File: config.mk
export PLATFORM = sky130hd
export DESIGN_NAME = playfair_digraph_cipher
export DESIGN_NICKNAME = d
export VERILOG_FILES = /design/src/rtl/core/pf_pkg.sv /design/src/rtl/core/pf_front.sv /design/src/rtl/core/pf_queue.sv /design/src/rtl/core/pf_back.sv /design/src/rtl/core/playfair_digraph_cipher.sv
export SDC_FILE = /design/constraint.sdc
export NUM_CORES = 1
export LEC_CHECK = 0
export BUFFER_PORTS_ARGS = -buffer_cell sky130_fd_sc_hd__buf_4
export CAP_MARGIN = 20
export CORE_UTILIZATION = 35
export DETAILED_ROUTE_END_ITERATION = 6
export PLACE_DENSITY = 0.48
export SYNTH_ARGS = -nofsm -noshare
export SYNTH_HDL_FRONTEND = slang
export SYNTH_SLANG_ARGS = --single-unit
File: constraint.sdc
create_clock -name i_clk -period 15.35 [get_ports i_clk]
set_clock_uncertainty 0.1 [all_clocks]
set_input_delay 2.3025 -clock i_clk [delete_from_list [all_inputs] [get_ports i_clk]]
set_output_delay 2.3025 -clock i_clk [all_outputs]
set_load 0.03 [all_outputs]
File: src/rtl/core/pf_pkg.sv
package pf_pkg;

    localparam int SQUARE_SIDE = 5;
    localparam int CELLS       = SQUARE_SIDE * SQUARE_SIDE;
    localparam int LETTERS     = 26;

    typedef logic [4:0] t_letter;
    typedef logic [4:0] t_cell;
    typedef logic [2:0] t_coord;

    localparam t_letter LETTER_A = 5'd0;
    localparam t_letter LETTER_I = 5'd8;
    localparam t_letter LETTER_J = 5'd9;
    localparam t_letter LETTER_X = 5'd23;
    localparam t_letter LETTER_Z = 5'd25;

    localparam logic [1:0] MODE_KEY = 2'd0;
    localparam logic [1:0] MODE_ENC = 2'd1;
    localparam logic [1:0] MODE_DEC = 2'd2;

    typedef enum logic [1:0] {
        KIND_KEY,
        KIND_ENC,
        KIND_DEC
    } t_kind;

    typedef struct packed {
        t_kind   kind;
        t_letter first;
        t_letter second;
        logic    last;
    } t_cmd;

    typedef struct packed {
        logic not_empty;
        logic not_full;
    } t_queue_status;

    typedef enum logic [1:0] {
        ST_IDLE,
        ST_FILL,
        ST_PLACE,
        ST_CELL
    } t_back_state;

    function automatic t_letter norm_letter(input t_letter v);
        t_letter c;
        c = (v > LETTER_Z) ? LETTER_Z : v;
        if (c == LETTER_J) begin
            c = LETTER_I;
        end
        return c;
    endfunction

    function automatic t_coord cell_row(input t_cell p);
        t_coord r;
        r = 3'd0;
        for (int k = 1; k < SQUARE_SIDE; k++) begin
            if (p >= t_cell'(k * SQUARE_SIDE)) begin
                r = t_coord'(k);
            end
        end
        return r;
    endfunction

    function automatic t_coord cell_col(input t_cell p);
        t_cell base;
        base = t_cell'(cell_row(p) * SQUARE_SIDE);
        return t_coord'(p - base);
    endfunction

    function automatic t_cell cell_at(input t_coord row, input t_coord col);
        return t_cell'(row * SQUARE_SIDE + col);
    endfunction

    function automatic t_coord coord_next(input t_coord c);
        return (c == t_coord'(SQUARE_SIDE - 1)) ? 3'd0 : c + 3'd1;
    endfunction

    function automatic t_coord coord_prev(input t_coord c);
        return (c == 3'd0) ? t_coord'(SQUARE_SIDE - 1) : c - 3'd1;
    endfunction

    function automatic t_letter reset_square(input t_cell p);
        return (p < LETTER_J) ? t_letter'(p) : t_letter'(p + 5'd1);
    endfunction

    function automatic t_cell reset_place(input t_letter c);
        return (c <= LETTER_I) ? t_cell'(c) : t_cell'(c - 5'd1);
    endfunction

endpackage

File: src/rtl/core/pf_front.sv
module pf_front
    import pf_pkg::*;
(
    input  logic          i_tvalid,
    output logic          o_tready,
    input  logic [15:0]   i_tdata,
    input  logic [1:0]    i_tuser,
    input  logic          i_tlast,
    input  t_queue_status i_queue,
    output logic          o_push,
    output t_cmd          o_cmd
);

    logic    w_keep;
    t_kind   w_kind;
    t_letter w_first;
    t_letter w_second;

    assign w_first  = norm_letter(i_tdata[4:0]);
    assign w_second = norm_letter(i_tdata[9:5]);

    always_comb begin
        w_keep = 1'b1;
        w_kind = KIND_KEY;
        case (i_tuser)
            MODE_KEY: w_kind = KIND_KEY;
            MODE_ENC: w_kind = KIND_ENC;
            MODE_DEC: w_kind = KIND_DEC;
            default: begin
                w_keep = 1'b0;
            end
        endcase
    end

    always_comb begin
        o_cmd.kind   = w_kind;
        o_cmd.first  = w_first;
        o_cmd.second = (w_kind == KIND_ENC && !i_tdata[10]) ? LETTER_X : w_second;
        o_cmd.last   = i_tlast;
    end

    assign o_tready = i_queue.not_full;
    assign o_push   = i_tvalid && i_queue.not_full && w_keep;

endmodule

File: src/rtl/core/pf_queue.sv
module pf_queue
    import pf_pkg::*;
#(
    parameter int DEPTH = 2
) (
    input  logic          i_clk,
    input  logic          i_rst_n,
    input  logic          i_push,
    input  t_cmd          i_cmd,
    input  logic          i_pop,
    output t_cmd          o_cmd,
    output t_queue_status o_status
);

    localparam int PW = (DEPTH > 1) ? $clog2(DEPTH) : 1;
    localparam int CW = $clog2(DEPTH + 1);
    localparam logic [PW-1:0] LAST = PW'(DEPTH - 1);
    localparam logic [CW-1:0] FULL = CW'(DEPTH);

    t_cmd          r_mem [DEPTH];
    logic [PW-1:0] r_wr, n_wr;
    logic [PW-1:0] r_rd, n_rd;
    logic [CW-1:0] r_count, n_count;
    logic          w_push;
    logic          w_pop;

    assign w_push = i_push && (r_count != FULL);
    assign w_pop  = i_pop && (r_count != '0);

    always_comb begin
        n_wr    = r_wr;
        n_rd    = r_rd;
        n_count = r_count;
        if (w_push) begin
            n_wr = (r_wr == LAST) ? '0 : r_wr + 1'b1;
        end
        if (w_pop) begin
            n_rd = (r_rd == LAST) ? '0 : r_rd + 1'b1;
        end
        case ({w_push, w_pop})
            2'b10:   n_count = r_count + 1'b1;
            2'b01:   n_count = r_count - 1'b1;
            default: n_count = r_count;
        endcase
    end

    always_ff @(posedge i_clk) begin
        if (!i_rst_n) begin
            r_wr    <= '0;
            r_rd    <= '0;
            r_count <= '0;
        end else begin
            r_wr    <= n_wr;
            r_rd    <= n_rd;
            r_count <= n_count;
        end
    end

    always_ff @(posedge i_clk) begin
        if (w_push) begin
            r_mem[r_wr] <= i_cmd;
        end
    end

    assign o_cmd              = r_mem[r_rd];
    assign o_status.not_empty = (r_count != '0);
    assign o_status.not_full  = (r_count != FULL);

endmodule

File: src/rtl/core/pf_back.sv
module pf_back
    import pf_pkg::*;
(
    input  logic          i_clk,
    input  logic          i_rst_n,
    input  t_cmd          i_cmd,
    input  t_queue_status i_queue,
    output logic          o_pop,
    output logic          o_out_valid,
    input  logic          i_out_ready,
    output t_letter       o_out_first,
    output t_letter       o_out_second
);

    t_back_state        r_state, n_state;
    logic               r_loading, n_loading;
    logic [4:0]         r_fill, n_fill;
    logic [LETTERS-1:0] r_used, n_used;
    t_letter            r_scan, n_scan;
    logic               r_out_valid, n_out_valid;
    t_letter            r_out_first;
    t_letter            r_out_second;
    t_kind              r_kind;
    t_letter            r_a;
    t_letter            r_b;
    t_cell              r_cell_a;
    t_cell              r_cell_b;

    t_letter            mem_square [CELLS];
    t_cell              mem_place  [LETTERS];
    logic [CELLS-1:0]   r_sq_vld;
    logic [LETTERS-1:0] r_pl_vld;
    t_cell              r_pa_raw, r_pb_raw;
    logic               r_pa_vld, r_pb_vld;
    t_letter            r_oa_raw, r_ob_raw;
    logic               r_oa_vld, r_ob_vld;

    logic               w_out_free;
    logic               w_pop;
    logic               w_key;
    logic               w_pair;
    logic               w_load;
    logic               w_pl_try;
    t_letter            w_pl_letter;
    logic [LETTERS-1:0] w_used_base;
    logic [4:0]         w_fill_base;
    logic               w_wr;
    t_cell              w_pa, w_pb;
    t_coord             w_ra, w_ca, w_rb, w_cb;
    t_cell              w_cell_a, w_cell_b;
    t_letter            w_oa, w_ob;

    assign w_out_free = !r_out_valid || i_out_ready;
    assign w_pop      = (r_state == ST_IDLE) && i_queue.not_empty;
    assign w_key      = w_pop && (i_cmd.kind == KIND_KEY);
    assign w_pair     = w_pop && (i_cmd.kind != KIND_KEY) && !r_loading;
    assign w_load     = (r_state == ST_CELL) && w_out_free;

    assign w_pl_letter = (r_state == ST_FILL) ? r_scan : i_cmd.first;
    assign w_pl_try    = w_key || ((r_state == ST_FILL) && (r_scan != LETTER_J));
    assign w_used_base = (w_key && !r_loading) ? '0 : r_used;
    assign w_fill_base = (w_key && !r_loading) ? '0 : r_fill;
    assign w_wr        = w_pl_try && !w_used_base[w_pl_letter] &&
                         (w_fill_base < 5'(CELLS));

    always_comb begin
        w_pa = r_pa_vld ? r_pa_raw : reset_place(r_a);
        w_pb = r_pb_vld ? r_pb_raw : reset_place(r_b);
        w_ra = cell_row(w_pa);
        w_ca = cell_col(w_pa);
        w_rb = cell_row(w_pb);
        w_cb = cell_col(w_pb);
        if (w_ra == w_rb) begin
            if (r_kind == KIND_ENC) begin
                w_cell_a = cell_at(w_ra, coord_next(w_ca));
                w_cell_b = cell_at(w_rb, coord_next(w_cb));
            end else begin
                w_cell_a = cell_at(w_ra, coord_prev(w_ca));
                w_cell_b = cell_at(w_rb, coord_prev(w_cb));
            end
        end else if (w_ca == w_cb) begin
            if (r_kind == KIND_ENC) begin
                w_cell_a = cell_at(coord_next(w_ra), w_ca);
                w_cell_b = cell_at(coord_next(w_rb), w_cb);
            end else begin
                w_cell_a = cell_at(coord_prev(w_ra), w_ca);
                w_cell_b = cell_at(coord_prev(w_rb), w_cb);
            end
        end else begin
            w_cell_a = cell_at(w_ra, w_cb);
            w_cell_b = cell_at(w_rb, w_ca);
        end
    end

    assign w_oa = r_oa_vld ? r_oa_raw : reset_square(r_cell_a);
    assign w_ob = r_ob_vld ? r_ob_raw : reset_square(r_cell_b);

    always_comb begin
        n_state = r_state;
        case (r_state)
            ST_IDLE: begin
                if (w_key && i_cmd.last) begin
                    n_state = ST_FILL;
                end else if (w_pair) begin
                    n_state = ST_PLACE;
                end
            end
            ST_FILL: begin
                if (r_scan == LETTER_Z) begin
                    n_state = ST_IDLE;
                end
            end
            ST_PLACE: n_state = ST_CELL;
            ST_CELL: begin
                if (w_out_free) begin
                    n_state = ST_IDLE;
                end
            end
            default: n_state = ST_IDLE;
        endcase
    end

    always_comb begin
        n_loading   = r_loading;
        n_used      = w_used_base;
        n_fill      = w_fill_base + {4'd0, w_wr};
        n_scan      = r_scan;
        n_out_valid = r_out_valid;
        if (w_wr) begin
            n_used[w_pl_letter] = 1'b1;
        end
        case (r_state)
            ST_IDLE: begin
                if (w_key) begin
                    n_loading = 1'b1;
                    n_scan    = LETTER_A;
                end
            end
            ST_FILL: begin
                n_scan = r_scan + 5'd1;
                if (r_scan == LETTER_Z) begin
                    n_loading = 1'b0;
                end
            end
            default: begin
                n_scan = r_scan;
            end
        endcase
        if (w_load) begin
            n_out_valid = 1'b1;
        end else if (i_out_ready) begin
            n_out_valid = 1'b0;
        end
    end

    always_ff @(posedge i_clk) begin
        if (!i_rst_n) begin
            r_state     <= ST_IDLE;
            r_loading   <= 1'b0;
            r_fill      <= '0;
            r_used      <= '0;
            r_scan      <= LETTER_A;
            r_out_valid <= 1'b0;
            r_sq_vld    <= '0;
            r_pl_vld    <= '0;
        end else begin
            r_state     <= n_state;
            r_loading   <= n_loading;
            r_fill      <= n_fill;
            r_used      <= n_used;
            r_scan      <= n_scan;
            r_out_valid <= n_out_valid;
            if (w_wr) begin
                r_sq_vld[w_fill_base] <= 1'b1;
                r_pl_vld[w_pl_letter] <= 1'b1;
            end
        end
    end

    always_ff @(posedge i_clk) begin
        if (w_wr) begin
            mem_square[w_fill_base] <= w_pl_letter;
            mem_place[w_pl_letter]  <= w_fill_base;
        end
    end

    always_ff @(posedge i_clk) begin
        if (w_pair) begin
            r_kind   <= i_cmd.kind;
            r_a      <= i_cmd.first;
            r_b      <= i_cmd.second;
            r_pa_raw <= mem_place[i_cmd.first];
            r_pb_raw <= mem_place[i_cmd.second];
            r_pa_vld <= r_pl_vld[i_cmd.first];
            r_pb_vld <= r_pl_vld[i_cmd.second];
        end
        if (r_state == ST_PLACE) begin
            r_cell_a <= w_cell_a;
            r_cell_b <= w_cell_b;
            r_oa_raw <= mem_square[w_cell_a];
            r_ob_raw <= mem_square[w_cell_b];
            r_oa_vld <= r_sq_vld[w_cell_a];
            r_ob_vld <= r_sq_vld[w_cell_b];
        end
        if (w_load) begin
            r_out_first  <= w_oa;
            r_out_second <= w_ob;
        end
    end

    assign o_pop        = w_pop;
    assign o_out_valid  = r_out_valid;
    assign o_out_first  = r_out_first;
    assign o_out_second = r_out_second;

endmodule

File: src/rtl/core/playfair_digraph_cipher.sv
// Channel  Direction  Signals                          Payload
// s_axis   in         tvalid tready tdata tuser tlast  letters, mode, end of keyword
// m_axis   out        tvalid tready tdata              transformed pair
//
// A pair passes through the execution unit in order: a registered read of the
// letter positions, a registered read of the two target cells, and the load
// of the output register once it is free. Each keyword letter is handled as
// it is popped; the last one adds a walk over the alphabet through the single
// square write port. Reset is synchronous; no clearing pass is needed.
// The command queue lets the input side keep accepting while a result waits.
module playfair_digraph_cipher
    import pf_pkg::*;
#(
    parameter int QUEUE_DEPTH = 2
) (
    input  logic        i_clk,
    input  logic        i_rst_n,
    input  logic        s_axis_tvalid,
    output logic        s_axis_tready,
    // Bits from the lowest: first_letter[4:0], second_letter[9:5],
    // second_present[10], zero fill[15:11].
    input  logic [15:0] s_axis_tdata,
    // Bits from the lowest: mode[1:0].
    input  logic [1:0]  s_axis_tuser,
    input  logic        s_axis_tlast,
    output logic        m_axis_tvalid,
    input  logic        m_axis_tready,
    // Bits from the lowest: out_first[4:0], out_second[9:5], zero fill[15:10].
    output logic [15:0] m_axis_tdata
);

    t_queue_status w_status;
    logic          w_push;
    logic          w_pop;
    t_cmd          w_front_cmd;
    t_cmd          w_back_cmd;
    t_letter       w_out_first;
    t_letter       w_out_second;

    pf_front u_front (
        .i_tvalid (s_axis_tvalid),
        .o_tready (s_axis_tready),
        .i_tdata  (s_axis_tdata),
        .i_tuser  (s_axis_tuser),
        .i_tlast  (s_axis_tlast),
        .i_queue  (w_status),
        .o_push   (w_push),
        .o_cmd    (w_front_cmd)
    );

    pf_queue #(
        .DEPTH (QUEUE_DEPTH)
    ) u_queue (
        .i_clk    (i_clk),
        .i_rst_n  (i_rst_n),
        .i_push   (w_push),
        .i_cmd    (w_front_cmd),
        .i_pop    (w_pop),
        .o_cmd    (w_back_cmd),
        .o_status (w_status)
    );

    pf_back u_back (
        .i_clk        (i_clk),
        .i_rst_n      (i_rst_n),
        .i_cmd        (w_back_cmd),
        .i_queue      (w_status),
        .o_pop        (w_pop),
        .o_out_valid  (m_axis_tvalid),
        .i_out_ready  (m_axis_tready),
        .o_out_first  (w_out_first),
        .o_out_second (w_out_second)
    );

    assign m_axis_tdata = {6'd0, w_out_second, w_out_first};

endmodule
==> metrics.md <==
| Metric | Value |
|---|---|
| # IOs | 41 |
| R2R depth | 18 |
| Worst setup SP type | register |
| Post-synth EDFFs | about 340 |
| GR Overflow Total | 0 |
| GP Congestion | ~0.85 |
| Clk slew on worst S/H paths | about 0.060 ns |
| Synthesized-area fraction occupied by and/or/nand/nor cells | ~14% |
| Setup bufs post-CTS | 0 |
| Worst Hold Class | reg -> reg |
| Via count | between 15,000 and 20,000 |
| CTS H-Tree Depth | 2 |
| Tcrit/Tclk final | 54.2% |
| # hold bufs at CTS | 0 |
| Nets | roughly 2,100 |
| Yosys cell types | between 80 and 90 |
| CTS resizes | 0 |
| Area Overhead vs Synth | 12.4% |
| CP Data Required Time | between 15 and 20 ns |
| Reg2Reg Setup Slack | around 7 ns |
| Syn Std Cell Area | 0.0229 mm² |
| Vias per std cell | 5.51 |
| Final Hold Fails | 0 |
| Sequential-to-total area share from yosys stat | 52.6% |
| Yosys warns | 0 |
| Dpl hpwl | between 40 and 50 mm |
| Post-synthesis cell count | 1,971 |
| Hold Crit Depth | 1 |
| First-pass iteration count of the detailed router | 5 |
| WL final | 65.5 mm |
| First-pass GRT wire length | roughly 100 mm |
| Max-slew violations | 0 |
| Syn Area/Cell | ~12 µm² |
| Diode count | 0 |
| Clk Latency, worst-skew pair | approximately 0.60 ns |
| Setup violators final | 0 |
| Crit path cell chain | inv_1 > ha_1 > nand2b_1 > a2111oi_0 > a311oi_1 > or2_2 > a31oi_1 > inv_1 > fa_1 > xor2_4 > xor2_2 > a2111oi_0 > o31a_2 > buf_4 > mux2i_1 > o22ai_1 > a211oi_1 > o221ai_1 |
| RSZ-0062 raised after global routing | no |
| Sink Count | between 400 and 500 |
| Post-Synth XOR/XNOR Area | 1.64% |
| Initial antenna violation count | 1 |
| Synth Area in Adders | approximately 4.5% |
| Largest net degree at the start of global routing | 66 |
| Main combinational cell family by area after synthesis | simple AND/OR/NAND/NOR gates |
| Critical path class | reg -> reg |
| Root Buffer | clkbuf_16 |
| GRT Total Usage | just under 20% |
| Top-area cell type share of the netlist area | 44.2% |
| Max Cap Viol | 0 |
| Async SR Flop Fraction | 0% |
| Ys flop type | edfxtp_1 |
| Status | finished, final reports clean |
| Post-synthesis register bit count | around 430 |
| Synth Area in Compound Gates | roughly an eighth |
| Top cells by area, synth | edfxtp_1, dfxtp_1, mux4_2 |
| Reg2reg start | u_back.r_a[0] |
| Row Count | 93 |
| Remaining antenna violation count after routing | 0 |
| Die area | 0.0664 mm² |
| RR Endpoint | u_back.r_oa_raw[4] |
| Wire per inst | between 20 and 25 µm |
| Port Buffers | 29 |
| WP buf/inv | 3 |
| Core ar. | 0.0646 mm² |
| Worst Hold Launch | u_back.r_sq_vld[15] |
| Hold worst-path end | u_back.r_sq_vld[15] |
| CP max FO | between 40 and 50 |
| Worst-margin pin slew | between 1 and 1.5 ns |
| Max stage delay on crit path | 0.97 ns |
| DR iter-0 viols | around 1,100 |
| Post-layout minimum cycle time | a little over 8 ns |
| Chip width | between 200 and 300 µm |
| Residual DRC count | 0 |
| TritonCTS clock tree | built |
| Vias in the first global route | approximately 16,000 |
| Worst rel slew slack | between 20% and 30% |
| CP Capture Type | register |
| Fmax achieved | roughly 120 MHz |
| Fin Setup TNS | 0 ns |
| Die H | around 260 µm |
| Synth area leader | edfxtp_1 |
| Mux cell area share after synthesis | around 12% |
| Starting Density | 35.4% |
| Crit path DAT | 8.52 ns |
| Clk buf depth | 3 |
| CTS Buf Count | 50 |
| Share of cells above drive strength 1 | around 13% |
| CP delay by family, top | compound AO/OA/AOI/OAI gates |
| Slowest-stage cell, CP | a2111oi_0 |
-- cell usage after synthesis (6+ instances only) --
master     instances
a32o_1             7
mux4_2            70
mux2_2            23
nor3_1            15
a32oi_1            6
nor2_1           112
ha_1              65
xor2_1            13
a21oi_1           50
nor2b_1           20
a311oi_1          23
o31ai_1           10
dfxtp_1           96
fa_1              10
xnor2_1           18
a21o_1            13
o22ai_1            9
nand4_1            6
nand2_1          333
or3_1             14
a211o_1            7
and3_1            30
nand3_1           87
nand2b_1           9
o21a_1            81
a31oi_1           24
clkbuf_1          66
edfxtp_1         337
mux2i_1           81
a211oi_1          19
o21ai_0           50
buf_4              8
a2111oi_0          7
and2_1            45
inv_1             76
buf_2             18
mux4_1             8
a21boi_0           6
buf_1              9
o2111ai_1          6
-- cell usage in the layout, fill, tap and decap left out, types with 19 or more instances in the layout --
| master | synthesis | layout |
|---|---|---|
| a211oi_1 | 19 | 19 |
| a21oi_1 | 50 | 49 |
| a311oi_1 | 23 | 23 |
| a31oi_1 | 24 | 23 |
| and2_1 | 45 | 45 |
| and3_1 | 30 | 30 |
| buf_4 | 8 | 60 |
| clkbuf_16 | 0 | 51 |
| dfxtp_1 | 96 | 96 |
| edfxtp_1 | 337 | 337 |
| ha_1 | 65 | 65 |
| inv_1 | 76 | 76 |
| mux2_2 | 23 | 23 |
| mux2i_1 | 81 | 75 |
| mux4_2 | 70 | 70 |
| nand2_1 | 333 | 333 |
| nand3_1 | 87 | 87 |
| nor2_1 | 112 | 110 |
| nor2b_1 | 20 | 19 |
| o21a_1 | 81 | 81 |
| o21ai_0 | 50 | 50 |
-- cell type report --
type | instances | area (µm²)
Fill cell | 6136 | 38800
Sequential cell | 433 | 12000
Multi-Input combinational cell | 1356 | 10200
Clock buffer | 70 | 1410
Tap cell | 855 | 1070
Timing Repair Buffer | 63 | 513
Inverter | 83 | 312
Clock inverter | 24 | 221
-- flip-flops by register name (all words and copies together) (netlist names), 5 cells and up, named ones only --
signal and flops:
u_back.mem_place 130, u_back.mem_square 125, u_back.o_out_first 5, u_back.o_out_second 5
u_back.r_a 5, u_back.r_b 5, u_back.r_cell_a 5, u_back.r_cell_b 5
u_back.r_fill 5, u_back.r_oa_raw 5, u_back.r_ob_raw 5, u_back.r_pa_raw 5
u_back.r_pb_raw 5, u_back.r_pl_vld 26, u_back.r_scan 5, u_back.r_sq_vld 25
u_back.r_used 26, u_queue.r_mem 26
-- metal layers --
| metal | wire length, µm | track usage (%) | vias up |
|---|---|---|---|
| met5 | 0 | 0 | - |
| met4 | 1300 | 5.34 | 0 |
| met3 | 3030 | 2.36 | 87 |
| met2 | 32100 | 33.6 | 437 |
| met1 | 29000 | 26.4 | 7992 |
| li1 | - | - | 7373 |
-- through the flow --
stage	instance area, µm²	setup WS (ns)	util, %	hold WS, ns	instances
2_1_floorplan	22900	9.03	-	0.352	1978
3_3_place_gp	24000	7.15	37.2	0.365	2786
3_5_place_dp	24000	7.09	37.2	0.375	2787
4_1_cts	25700	7.09	39.7	0.391	2881
5_1_grt	25700	6.44	39.8	0.412	2884
6_report	25700	7.03	39.8	0.386	2884
-- kinds of logic after synthesis --
logic type / count (synthesis)
AOI/OAI and AO/OA: 364
xor gates and xnor gates: 36
adders and majority gates: 76
buffers and inverters: 189
DFF: 433
muxes: 182
other: 1
and+or+nand+nor: 690
-- how the worst max path moves through the flow --
stage,cells after the start,startpoint,to
after floorplan,22,u_back.r_b[2],u_back.r_ob_raw[2]
after global placement,23,u_back.r_a[0],u_back.r_oa_vld
after detailed placement,18,u_back.r_a[0],u_back.r_oa_raw[2]
after CTS,23,u_back.r_a[0],u_back.r_oa_vld
after global routing,18,u_back.r_a[0],u_back.r_oa_raw[4]
final,18,u_back.r_a[0],u_back.r_oa_raw[4]
Power is left out: the tool's default activity adds up to more than one toggle a clock period on the data nets, which glitch-free logic cannot reach.
